$ cat src/design/frc_pkg.sv
// Shared constants and controller/datapath interface types for the cut finder.
package frc_pkg;

    localparam int EVENT_CAP = 16;
    localparam int MASK_W    = 16;
    localparam int IDX_W     = 4;
    localparam int KIND_W    = 2;
    localparam int CFG_W     = 5;

    localparam logic [CFG_W-1:0] CFG_RESET = 5'd16;

    localparam logic [KIND_W-1:0] KIND_ADD  = 2'd0;
    localparam logic [KIND_W-1:0] KIND_CONN = 2'd1;
    localparam logic [KIND_W-1:0] KIND_PAR  = 2'd2;

    typedef struct packed {
        logic add;
        logic start;
        logic seed;
        logic expand;
        logic close;
        logic rd;
        logic emit;
        logic fail;
    } t_dp_cmd;

    typedef struct packed {
        logic all_visited;
        logic pend_empty;
        logic comp_bad;
        logic emit_last;
        logic out_free;
    } t_dp_sts;

endpackage

$ cat src/design/footprint_relation_cut_finder.sv
// Top level of the footprint relation cut finder: controller plus datapath.
//
//  channel  | direction | handshake              | payload
//  ---------+-----------+------------------------+------------------------------------------
//  config   | in        | i_cfg_we               | i_cfg_wdata (active_events)
//  item in  | in        | i_in_valid / o_in_stall | i_kind i_from_event i_to_event masks
//  item out | out       | o_out_valid / i_out_stall | o_component_mask o_is_last o_failed
//
// Add items may follow every cycle and do not raise the input stall.
// A query walks one event per cycle, one component after another (seed, expand, close),
// then reads each result from the component store before emitting it; input stall stays high
// until the last result is loaded into the output register.
// Reset is synchronous and clears the pair matrices.
// The output register holds a result while i_out_stall is high; readout waits behind it.
module footprint_relation_cut_finder import frc_pkg::*; #(
    parameter int MAX_EVENTS = 16
) (
    input  logic              i_clk,
    input  logic              i_rst_n,
    input  logic              i_cfg_we,
    input  logic [CFG_W-1:0]  i_cfg_wdata,
    input  logic              i_in_valid,
    output logic              o_in_stall,
    input  logic [KIND_W-1:0] i_kind,
    input  logic [IDX_W-1:0]  i_from_event,
    input  logic [IDX_W-1:0]  i_to_event,
    input  logic [MASK_W-1:0] i_start_mask,
    input  logic [MASK_W-1:0] i_end_mask,
    output logic              o_out_valid,
    input  logic              i_out_stall,
    output logic [MASK_W-1:0] o_component_mask,
    output logic              o_is_last,
    output logic              o_failed
);

    t_dp_cmd w_cmd;
    t_dp_sts w_sts;

    frc_ctrl u_ctrl (
        .i_clk      (i_clk),
        .i_rst_n    (i_rst_n),
        .i_in_valid (i_in_valid),
        .i_kind     (i_kind),
        .o_in_stall (o_in_stall),
        .i_sts      (w_sts),
        .o_cmd      (w_cmd)
    );

    frc_dp #(
        .MAX_EVENTS (MAX_EVENTS)
    ) u_dp (
        .i_clk            (i_clk),
        .i_rst_n          (i_rst_n),
        .i_cmd            (w_cmd),
        .o_sts            (w_sts),
        .i_cfg_we         (i_cfg_we),
        .i_cfg_wdata      (i_cfg_wdata),
        .i_kind           (i_kind),
        .i_from_event     (i_from_event),
        .i_to_event       (i_to_event),
        .i_start_mask     (i_start_mask),
        .i_end_mask       (i_end_mask),
        .i_out_stall      (i_out_stall),
        .o_out_valid      (o_out_valid),
        .o_component_mask (o_component_mask),
        .o_is_last        (o_is_last),
        .o_failed         (o_failed)
    );

endmodule

$ cat src/design/frc_ctrl.sv
// Controller state machine that sequences pair updates, component walks and result output.
module frc_ctrl import frc_pkg::*; (
    input  logic              i_clk,
    input  logic              i_rst_n,
    input  logic              i_in_valid,
    input  logic [KIND_W-1:0] i_kind,
    output logic              o_in_stall,
    input  t_dp_sts           i_sts,
    output t_dp_cmd           o_cmd
);

    typedef enum logic [2:0] {
        ST_IDLE,
        ST_SEED,
        ST_EXPAND,
        ST_EMIT_RD,
        ST_EMIT_WR,
        ST_FAIL
    } t_state;

    t_state r_state;
    t_state n_state;

    always_ff @(posedge i_clk) begin
        if (!i_rst_n) begin
            r_state <= ST_IDLE;
        end else begin
            r_state <= n_state;
        end
    end

    assign o_in_stall = (r_state != ST_IDLE);

    always_comb begin
        n_state = r_state;
        o_cmd   = '0;
        case (r_state)
            ST_IDLE: begin
                if (i_in_valid) begin
                    case (i_kind) inside
                        KIND_ADD: begin
                            o_cmd.add = 1'b1;
                        end
                        KIND_CONN, KIND_PAR: begin
                            o_cmd.start = 1'b1;
                            n_state     = ST_SEED;
                        end
                        default: begin
                            n_state = ST_IDLE;
                        end
                    endcase
                end
            end
            ST_SEED: begin
                if (i_sts.all_visited) begin
                    n_state = ST_EMIT_RD;
                end else begin
                    o_cmd.seed = 1'b1;
                    n_state    = ST_EXPAND;
                end
            end
            ST_EXPAND: begin
                if (!i_sts.pend_empty) begin
                    o_cmd.expand = 1'b1;
                end else if (i_sts.comp_bad) begin
                    n_state = ST_FAIL;
                end else begin
                    o_cmd.close = 1'b1;
                    n_state     = ST_SEED;
                end
            end
            ST_EMIT_RD: begin
                o_cmd.rd = 1'b1;
                n_state  = ST_EMIT_WR;
            end
            ST_EMIT_WR: begin
                if (i_sts.out_free) begin
                    o_cmd.emit = 1'b1;
                    n_state    = i_sts.emit_last ? ST_IDLE : ST_EMIT_RD;
                end
            end
            ST_FAIL: begin
                if (i_sts.out_free) begin
                    o_cmd.fail = 1'b1;
                    n_state    = ST_IDLE;
                end
            end
            default: begin
                n_state = ST_IDLE;
            end
        endcase
    end

endmodule

$ cat src/design/frc_dp.sv
// Datapath with the seen-pair matrices, component walk registers, result store and output stage.
module frc_dp import frc_pkg::*; #(
    parameter int MAX_EVENTS = 16
) (
    input  logic              i_clk,
    input  logic              i_rst_n,
    input  t_dp_cmd           i_cmd,
    output t_dp_sts           o_sts,
    input  logic              i_cfg_we,
    input  logic [CFG_W-1:0]  i_cfg_wdata,
    input  logic [KIND_W-1:0] i_kind,
    input  logic [IDX_W-1:0]  i_from_event,
    input  logic [IDX_W-1:0]  i_to_event,
    input  logic [MASK_W-1:0] i_start_mask,
    input  logic [MASK_W-1:0] i_end_mask,
    input  logic              i_out_stall,
    output logic              o_out_valid,
    output logic [MASK_W-1:0] o_component_mask,
    output logic              o_is_last,
    output logic              o_failed
);

    localparam int EV = (MAX_EVENTS < EVENT_CAP) ? MAX_EVENTS : EVENT_CAP;
    localparam int IW = $clog2(EV);
    localparam int CW = IW + 1;

    logic [CFG_W-1:0]  r_active;
    logic [EV-1:0]     r_seen   [EV];
    logic [EV-1:0]     r_seen_t [EV];
    logic [EV-1:0]     r_visited;
    logic [EV-1:0]     r_comp;
    logic [EV-1:0]     r_pend;
    logic [EV-1:0]     r_starts;
    logic [EV-1:0]     r_ends;
    logic              r_par;
    logic [CW-1:0]     r_count;
    logic [CW-1:0]     r_k;
    logic [EV-1:0]     r_found  [EV];
    logic [EV-1:0]     r_rd_data;
    logic              r_out_valid;
    logic [MASK_W-1:0] r_out_mask;
    logic              r_out_last;
    logic              r_out_failed;

    logic [CFG_W-1:0]  w_n;
    logic [EV-1:0]     w_active;
    logic              w_add_ok;
    logic [IW-1:0]     w_a;
    logic [IW-1:0]     w_b;
    logic [EV-1:0]     w_one;
    logic [EV-1:0]     w_unvis;
    logic [EV-1:0]     w_seed_bit;
    logic [EV-1:0]     w_pick;
    logic [IW-1:0]     w_v;
    logic [EV-1:0]     w_row_s;
    logic [EV-1:0]     w_row_t;
    logic [EV-1:0]     w_link;
    logic [EV-1:0]     w_nb;

    always_comb begin
        if (r_active == '0) begin
            w_n = CFG_W'(1);
        end else if (r_active > CFG_W'(EV)) begin
            w_n = CFG_W'(EV);
        end else begin
            w_n = r_active;
        end
        for (int i = 0; i < EV; i++) begin
            w_active[i] = (CFG_W'(i) < w_n);
        end
    end

    assign w_add_ok = (CFG_W'(i_from_event) < w_n) && (CFG_W'(i_to_event) < w_n);
    assign w_a      = i_from_event[IW-1:0];
    assign w_b      = i_to_event[IW-1:0];

    assign w_one      = {{(EV-1){1'b0}}, 1'b1};
    assign w_unvis    = w_active & ~r_visited;
    assign w_seed_bit = w_unvis & (~w_unvis + w_one);
    assign w_pick     = r_pend & (~r_pend + w_one);

    always_comb begin
        w_v = '0;
        for (int i = 0; i < EV; i++) begin
            if (w_pick[i]) begin
                w_v = w_v | IW'(i);
            end
        end
    end

    assign w_row_s = r_seen[w_v];
    assign w_row_t = r_seen_t[w_v];
    assign w_link  = r_par ? ~(w_row_s & w_row_t) : (w_row_s | w_row_t);
    assign w_nb    = w_link & ~r_comp & ~r_visited & w_active;

    always_ff @(posedge i_clk) begin
        if (!i_rst_n) begin
            r_active    <= CFG_RESET;
            for (int i = 0; i < EV; i++) begin
                r_seen[i]   <= '0;
                r_seen_t[i] <= '0;
            end
            r_visited   <= '0;
            r_count     <= '0;
            r_k         <= '0;
            r_out_valid <= 1'b0;
        end else begin
            if (i_cfg_we) begin
                r_active <= i_cfg_wdata;
            end
            if (i_cmd.add && w_add_ok) begin
                r_seen[w_a][w_b]   <= 1'b1;
                r_seen_t[w_b][w_a] <= 1'b1;
            end
            if (i_cmd.start) begin
                r_visited <= '0;
                r_count   <= '0;
                r_k       <= '0;
            end
            if (i_cmd.close) begin
                r_visited <= r_visited | r_comp;
                r_count   <= CW'(r_count + 1'b1);
            end
            if (i_cmd.emit) begin
                r_k <= CW'(r_k + 1'b1);
            end
            if (i_cmd.emit || i_cmd.fail) begin
                r_out_valid <= 1'b1;
            end else if (!i_out_stall) begin
                r_out_valid <= 1'b0;
            end
        end
    end

    always_ff @(posedge i_clk) begin
        if (i_cmd.start) begin
            r_starts <= i_start_mask[EV-1:0];
            r_ends   <= i_end_mask[EV-1:0];
            r_par    <= (i_kind == KIND_PAR);
        end
        if (i_cmd.seed) begin
            r_comp <= w_seed_bit;
            r_pend <= w_seed_bit;
        end
        if (i_cmd.expand) begin
            r_comp <= r_comp | w_nb;
            r_pend <= (r_pend & ~w_pick) | w_nb;
        end
        if (i_cmd.close) begin
            r_found[r_count[IW-1:0]] <= r_comp;
        end
        if (i_cmd.rd) begin
            r_rd_data <= r_found[r_k[IW-1:0]];
        end
        if (i_cmd.emit) begin
            r_out_mask   <= MASK_W'(r_rd_data);
            r_out_last   <= o_sts.emit_last;
            r_out_failed <= 1'b0;
        end
        if (i_cmd.fail) begin
            r_out_mask   <= '0;
            r_out_last   <= 1'b1;
            r_out_failed <= 1'b1;
        end
    end

    assign o_sts.all_visited = (r_visited == w_active);
    assign o_sts.pend_empty  = (r_pend == '0);
    assign o_sts.comp_bad    = ((r_comp & r_starts) == '0) || ((r_comp & r_ends) == '0);
    assign o_sts.emit_last   = (CW'(r_k + 1'b1) == r_count);
    assign o_sts.out_free    = !r_out_valid || !i_out_stall;

    assign o_out_valid      = r_out_valid;
    assign o_component_mask = r_out_mask;
    assign o_is_last        = r_out_last;
    assign o_failed         = r_out_failed;

endmodule

$ cat config.mk
export PLATFORM = sky130hd
export DESIGN_NAME = footprint_relation_cut_finder
export DESIGN_NICKNAME = d
export VERILOG_FILES = /design/src/design/frc_pkg.sv /design/src/design/footprint_relation_cut_finder.sv /design/src/design/frc_ctrl.sv /design/src/design/frc_dp.sv
export SDC_FILE = /design/constraint.sdc
export NUM_CORES = 2
export LEC_CHECK = 0
export BUFFER_PORTS_ARGS = -buffer_cell sky130_fd_sc_hd__buf_2
export CORE_UTILIZATION = 60
export DETAILED_ROUTE_END_ITERATION = 8
export PLACE_DENSITY = 0.77
export SYNTH_ARGS = -nofsm -noshare
export SYNTH_HDL_FRONTEND = slang
export SYNTH_SLANG_ARGS = --single-unit
$ cat constraint.sdc
create_clock -name i_clk -period 6.3 [get_ports i_clk]
set_clock_uncertainty 0.05 [all_clocks]
set_input_delay 0.63 -clock i_clk [delete_from_list [all_inputs] [get_ports i_clk]]
set_output_delay 0.63 -clock i_clk [all_outputs]
set_load 0.01 [all_outputs]
# Yosys cells after proc, flatten, opt, wreduce, memory -nomap -nowiden
# Memories as Yosys holds them, arrays and structs flattened. A register that Yosys moved wholly into a read port is not among the register bits.
# Cells that the tools add are included.
# classes
magnitude_cmp	23
muxes	70
reduce_logical	23
bitwise_logic	20
eq_ne	15
n_addsub	4
# op_table
operator	count
2-to-1 mux 16 bit	12
AND 16 bit	10
NOT 16 bit	6
OR 16 bit	4
zero test 16 bit	3
less-than comparator 4 x 5 -> 1 bit (first input constant)	8
2-to-1 mux 4 bit	10
adder 16 x 1 -> 16 bit (second input constant)	2
OR reduction 16 bit	2
2-to-1 mux 3 bit	10
2-to-1 mux 5 bit	5
2-to-1 mux 1 bit	24
less-than comparator 3 x 5 -> 1 bit (first input constant)	4
one-hot mux 3 bit (6 select lines)	1
equality test 16 bit	1
2-to-1 mux 2 bit	6
adder 5 x 1 -> 5 bit (second input constant)	2
less-than comparator 1 x 5 -> 1 bit (first input constant)	2
less-than comparator 2 x 5 -> 1 bit (first input constant)	2
less-than comparator 4 x 5 -> 1 bit	2
less-than comparator 4 x 5 -> 1 bit (second input constant)	2
demux 1 bit (select 4 bit)	2
>= comparator 4 x 1 -> 1 bit (second input constant)	2
!= test 2 x 1 -> 1 bit (second input constant)	4
other kinds (18)	29
# word_totals
memories	3
in_bits	52
out_inout_bits	20
ramBits	768
ff_bits	118
wordCells	172
# memory_table
memory	words	word_bits	rd	rd_clocked_by_memory_dff	write_ports	line	source
u_dp.r_found	16	16	1	1	1	frc_dp.sv:38	logic [EV-1:0] r_found [EV];
u_dp.r_seen	16	16	1	0	16	frc_dp.sv:28	logic [EV-1:0] r_seen [EV];
u_dp.r_seen_t	16	16	1	0	16	frc_dp.sv:29	logic [EV-1:0] r_seen_t [EV];

# Longest topological paths before layout
# An unclocked memory read counts as a cell.
# depth
depth_word	27
mapped_depth	16
ltp_nobuf	13

# Modules after synthesis
# A second synthesis with hierarchy kept.
# unflattened
cells_unflattened	3582
hier_area_um2	36470.0
# by_module_without_submodules
module	seq_area_each_um2	area_per_inst_um2	cells_each	instances
frc_dp	21370.5	36159.7	3538	1
frc_ctrl	60.1	310.3	44	1

# Least setup slack after synthesis
# No wires, ideal clock.
# synth_path
kind	register to register
start	reg u_dp.r_active[3]
end	reg u_dp.r_comp[0], enable pin
stages_incl_launch_ff	10
path_buffers	1
t_required_ns	5.739
path_slack_ns	0.965
period_less_slack_ns	5.335
arrival_time_ns	4.774
cell_sequence	dfxtp_1 clkbuf_1 nor2_1 inv_1 nor2_1 nand2_1 ha_1 nand4_1 nor4_1 o41ai_1
# synth_between
elab_chain_len	8
# synth_rtl
element	line	source
start, declared	frc_dp.sv:27	logic [CFG_W-1:0] r_active;
start signal, assigned	frc_dp.sv:109	r_active <= i_cfg_wdata;
> comparator 5 bit	frc_dp.sv:63	end else if (r_active > CFG_W'(EV)) begin
2-to-1 mux 5 bit	frc_dp.sv:63	
2-to-1 mux 5 bit *	frc_dp.sv:61	if (r_active == '0) begin
less-than comparator 1 x 5 -> 1 bit, or another cell as far along	frc_dp.sv:69	w_active[i] = (CFG_W'(i) < w_n);
equality test 16 bit *	frc_dp.sv:167	assign o_sts.all_visited = (r_visited == w_active);
2-to-1 mux 1 bit *	frc_ctrl.sv:55	if (i_sts.all_visited) begin
2-to-1 mux 1 bit *	frc_ctrl.sv:37	case (r_state)
nonzero test 2 bit (no source line) *	--	
end signal, assigned	frc_dp.sv:142	r_comp <= w_seed_bit;
end signal, assigned	frc_dp.sv:146	r_comp <= r_comp | w_nb;
end, declared	frc_dp.sv:31	logic [EV-1:0] r_comp;
# Every way passes the cells marked *; elsewhere a longest branch is shown, timed or not.
# A chain may end at the register's enable or synchronous reset.

# Final worst setup path
# layout_path
start	reg u_dp.r_pend[2]
end	reg u_dp.r_pend[4], data pin
# layout_between
elab_chain_len	26
# layout_rtl
element	line	source
start, declared	frc_dp.sv:32	logic [EV-1:0] r_pend;
start signal, assigned	frc_dp.sv:143	r_pend <= w_seed_bit;
start signal, assigned	frc_dp.sv:147	r_pend <= (r_pend & ~w_pick) | w_nb;
NOT 16 bit	frc_dp.sv:80	assign w_pick = r_pend & (~r_pend + w_one);
adder 16 x 1 -> 16 bit	frc_dp.sv:80	
AND 16 bit	frc_dp.sv:80	
2-to-1 mux 2 bit (2 in series)	frc_dp.sv:85	if (w_pick[i]) begin
2-to-1 mux 3 bit (4 in series)	frc_dp.sv:85	
2-to-1 mux 4 bit (8 in series)	frc_dp.sv:85	
memory read (16 x 16 bit) (on tied branches)	--	
AND 16 bit	frc_dp.sv:93	assign w_link = r_par ? ~(w_row_s & w_row_t) : (w_row_s | w_row_t);
NOT 16 bit	frc_dp.sv:93	
2-to-1 mux 16 bit	frc_dp.sv:93	
AND 16 bit (3 in series)	frc_dp.sv:94	assign w_nb = w_link & ~r_comp & ~r_visited & w_active;
OR 16 bit	frc_dp.sv:147	
2-to-1 mux 16 bit *	frc_dp.sv:145	if (i_cmd.expand) begin
# Marks and branches as above.

==> impl_results.md <==
* Antenna diodes at 0
* Buffer depth of the longest clock path at 3
* Die Area at 0.0636 mm²
* Startpoint types: flop
* Outcome: finished, final reports clean
* Yosys top cell by area: dfxtp_1
* Async set or reset register ratio after synthesis at 0%
* P_leak at about 0.014 µW
* Die Wd at 252 µm
* Reg power frac at between 40% and 50%
* Sequential area share after synthesis at between 50% and 60%
* Met2 Routed Length at around 54000 µm
* Synth top area share at between 30 and 40%
* Slew at the pin closest to its max-slew limit at 1.37 ns
* Final Routed Wirelength at roughly 110000 µm
* Hold Path Class: in2reg
* Top Ports at 72
* CP endpoint kind: flop
* Max Cap Violations at 0
* DRT iter0 DRCs at approximately 3800
* Uppermost layer routed: met4
* Final RePlAce weighted congestion at 0.970
* H-tree levels at 3
* Setup CP Type: reg2reg
* Area Growth Syn to Fin at 10.7%
* Setup tns final at 0 ns
* Net Sw Power at 3430 µW
* Slew HR at ~8.6%
* # rows at 91
* Setup violations, final at 0
* Crit-path max FO at 78
* Clock root cell: clkbuf_16
* Pwr per Cell Area at 317 mW/mm²
* DRT antenna net count at 0
* TritonCTS clock tree: yes
* Cts bufs inserted at 90
* RSZ-0062 raised after global routing: no
* Cell Area, Synth at 0.0376 mm²
* Initial antenna violation count at 0
* Data arrival, critical path at 5.86 ns
* Tcrit/Tclk final at 87.9%
* Top-count cell post-synth: nand2_1
* Sw Share at 26.0%
* Final nets at about 3500
* DR vias/cell at 6.74
* Total grt overflow at 0
* Met1 WL at 42400 µm
* Core area at just over 0.06 mm²
* CTS sink cnt at 902
* Hold Vio Cnt, Final at 0
* Synth cell types at 74
* Top cells by area, synth: dfxtp_1 30%, edfxtp_1 27%, o31ai_1 9.6%
* Min Tclk post-route at approximately 5.5 ns
* # DRC at 0
* Pin count of the biggest net entering global routing at 133
* Total power draw at 13200 µW
* Hold-fix buffers, CTS at 0
* Dpl hpwl at 66300 µm
* Int Pwr at roughly 9800 µW
* First-pass DRT Iterations at 6
* Share of cells above drive strength 1 at 12.3%
* Final Slew Violations at 0
* Worst ir drop on vdd at 221 µV
* GRT Overall Usage at 35.1%
* Vias post-DR at around 29000
* CTS-repair resized insts at 0
* DIE HEIGHT at 252 µm
* WL met3 at 11100 µm
* Net Count, Synth at 3557
* Port-buffer cells at 71
* Comb pwr share at 10.0%
* Clock-pin slew on the worst setup and hold paths at 0.06 ns
* Initial core utilization at 60.8%
* Avg Inst Size Synth at between 10 and 15 µm²
* Synth Instances at roughly 3500
* First-pass GRT wire length at 169000 µm
* Worst EP required at 6.63 ns
* Number of synthesized flops with an enable pin at 337
* Clock network fraction of total power at 41.9%
* Post-DR wirelength/cell at 26.2 µm
* Post-CTS setup buffer count at 0
* Prevailing post-synth register cell: dfxtp_1
* Peak Freq at 0.181 GHz
* Syn. warnings at 0
* Vias in the first global route at 27953
* Skew-Pair Late Insertion Delay at 0.67 ns
* Flops & latches, synth at 902
* Most frequent cells after synthesis: 755 x nand2_1, 565 x dfxtp_1, 480 x o31ai_1
power by group through the flow:
stage | Clock [µW] | Combinational [µW] | Sequential, µW
floorplan | 0 | 797 | 6460
global placement | 0 | 1250 | 6460
detailed placement | 0 | 1270 | 6470
CTS | 5550 | 1280 | 6350
global route | 5770 | 1380 | 6360
finish | 5520 | 1320 | 6360
logic make-up (layout without fill, tap and decap cells):
group | count (synthesis) | after routing | share of synthesized area, %
compound gates | 838 | 838 | 16.2
other cells | 1 | 1 | 0.00998
xor+xnor | 11 | 11 | 0.256
fa+ha+maj | 29 | 29 | 0.966
flops | 902 | 902 | 57.1
simple gates | 1110 | 1110 | 13.0
buf+inv | 362 | 371 | 3.85
mux | 223 | 223 | 8.61
metal layers:
metal | track usage [%] | up-vias
li1 | - | 12827
met1 | 43.9 | 14258
met2 | 58.6 | 1713
met3 | 6.99 | 341
met4 | 16.6 | 0
met5 | 0 | -
flip-flops by register name (all words and copies together), names as in the netlist, 3 cells and up:
signal	count
u_dp.r_ends	16
u_dp.r_k	5
u_dp.o_component_mask	16
u_dp.r_comp	16
u_dp.r_active	5
u_dp.r_seen_t	256
u_dp.r_visited	16
u_ctrl.r_state	3
u_dp.r_seen	256
u_dp.r_starts	16
u_dp.r_rd_data	16
u_dp.r_count	5
u_dp.r_found	256
u_dp.r_pend	16
cell usage in the layout, fill, tap and decap left out, types with 12 or more instances in the layout:
master | synthesis | routed
mux2i_1 | 143 | 143
nor2_1 | 56 | 56
inv_1 | 32 | 32
nor3_1 | 28 | 22
nor2b_1 | 18 | 17
or3_1 | 26 | 26
o31ai_1 | 480 | 480
a211oi_1 | 117 | 117
a21oi_1 | 32 | 32
a311oi_1 | 24 | 24
buf_2 | 37 | 70
clkbuf_1 | 269 | 18
nand2_1 | 755 | 750
nand4_1 | 12 | 12
and3_1 | 52 | 52
or4_1 | 23 | 22
ha_1 | 29 | 29
nand3_1 | 73 | 73
dfxtp_1 | 565 | 563
mux4_2 | 80 | 80
nor4_1 | 17 | 17
clkinv_2 | 0 | 17
o21ai_0 | 55 | 54
clkbuf_16 | 0 | 95
buf_4 | 5 | 98
edfxtp_1 | 337 | 337
a22oi_1 | 12 | 12
o22ai_1 | 44 | 44
final timing paths:
path / startpoint / endpoint / slack, ns / cells past startpoint
worst max-delay path: u_dp.r_pend[2] / u_dp.r_pend[4] / 0.76 / 11
worst min register to register: u_dp.r_seen[3][12] / u_dp.r_seen[3][12] / 0.39 / 2
worst max register to register: u_dp.r_pend[2] / u_dp.r_pend[4] / 0.76 / 11
worst min-delay path: i_start_mask[8] / u_dp.r_starts[8] / 0.1 / 1
final cells by class:
class                           count  area (µm²)
Timing Repair Buffer              172        1160
Fill cell                        4413       20200
Inverter                           33         124
Clock buffer                      124        2600
Sequential cell                   902       21400
Tap cell                          837        1050
Clock inverter                     42         455
Multi-Input combinational cell   2212       14800
through the flow:
stage | std cells | cell area, µm² | utilization, % | setup slack [ns] | hold slack (ns)
after global routing | 4322 | 41600 | 67.3 | 0.576 | 0.0840
after global placement | 4156 | 38500 | 62.3 | 1.01 | 0.375
after floorplan | 3476 | 37600 | - | 0.965 | 0.357
final | 4322 | 41600 | 67.3 | 0.762 | 0.0972
after CTS | 4322 | 41600 | 67.3 | 0.875 | 0.0776
after detailed placement | 4156 | 38500 | 62.3 | 0.938 | 0.379
worst max-delay path, stage by stage, from the launching register on:
cell	delay (ns)
edfxtp_1	0.51
nor4_4	0.51
nand4_4	0.22
or4_2	0.70
buf_4	0.32
and2_4	0.57
nand2_1	0.75
o22ai_1	0.17
or4_1	0.54
or3_1	0.39
a31oi_1	0.35
o21ai_1	0.12
(Power assumes the default switching activity.)
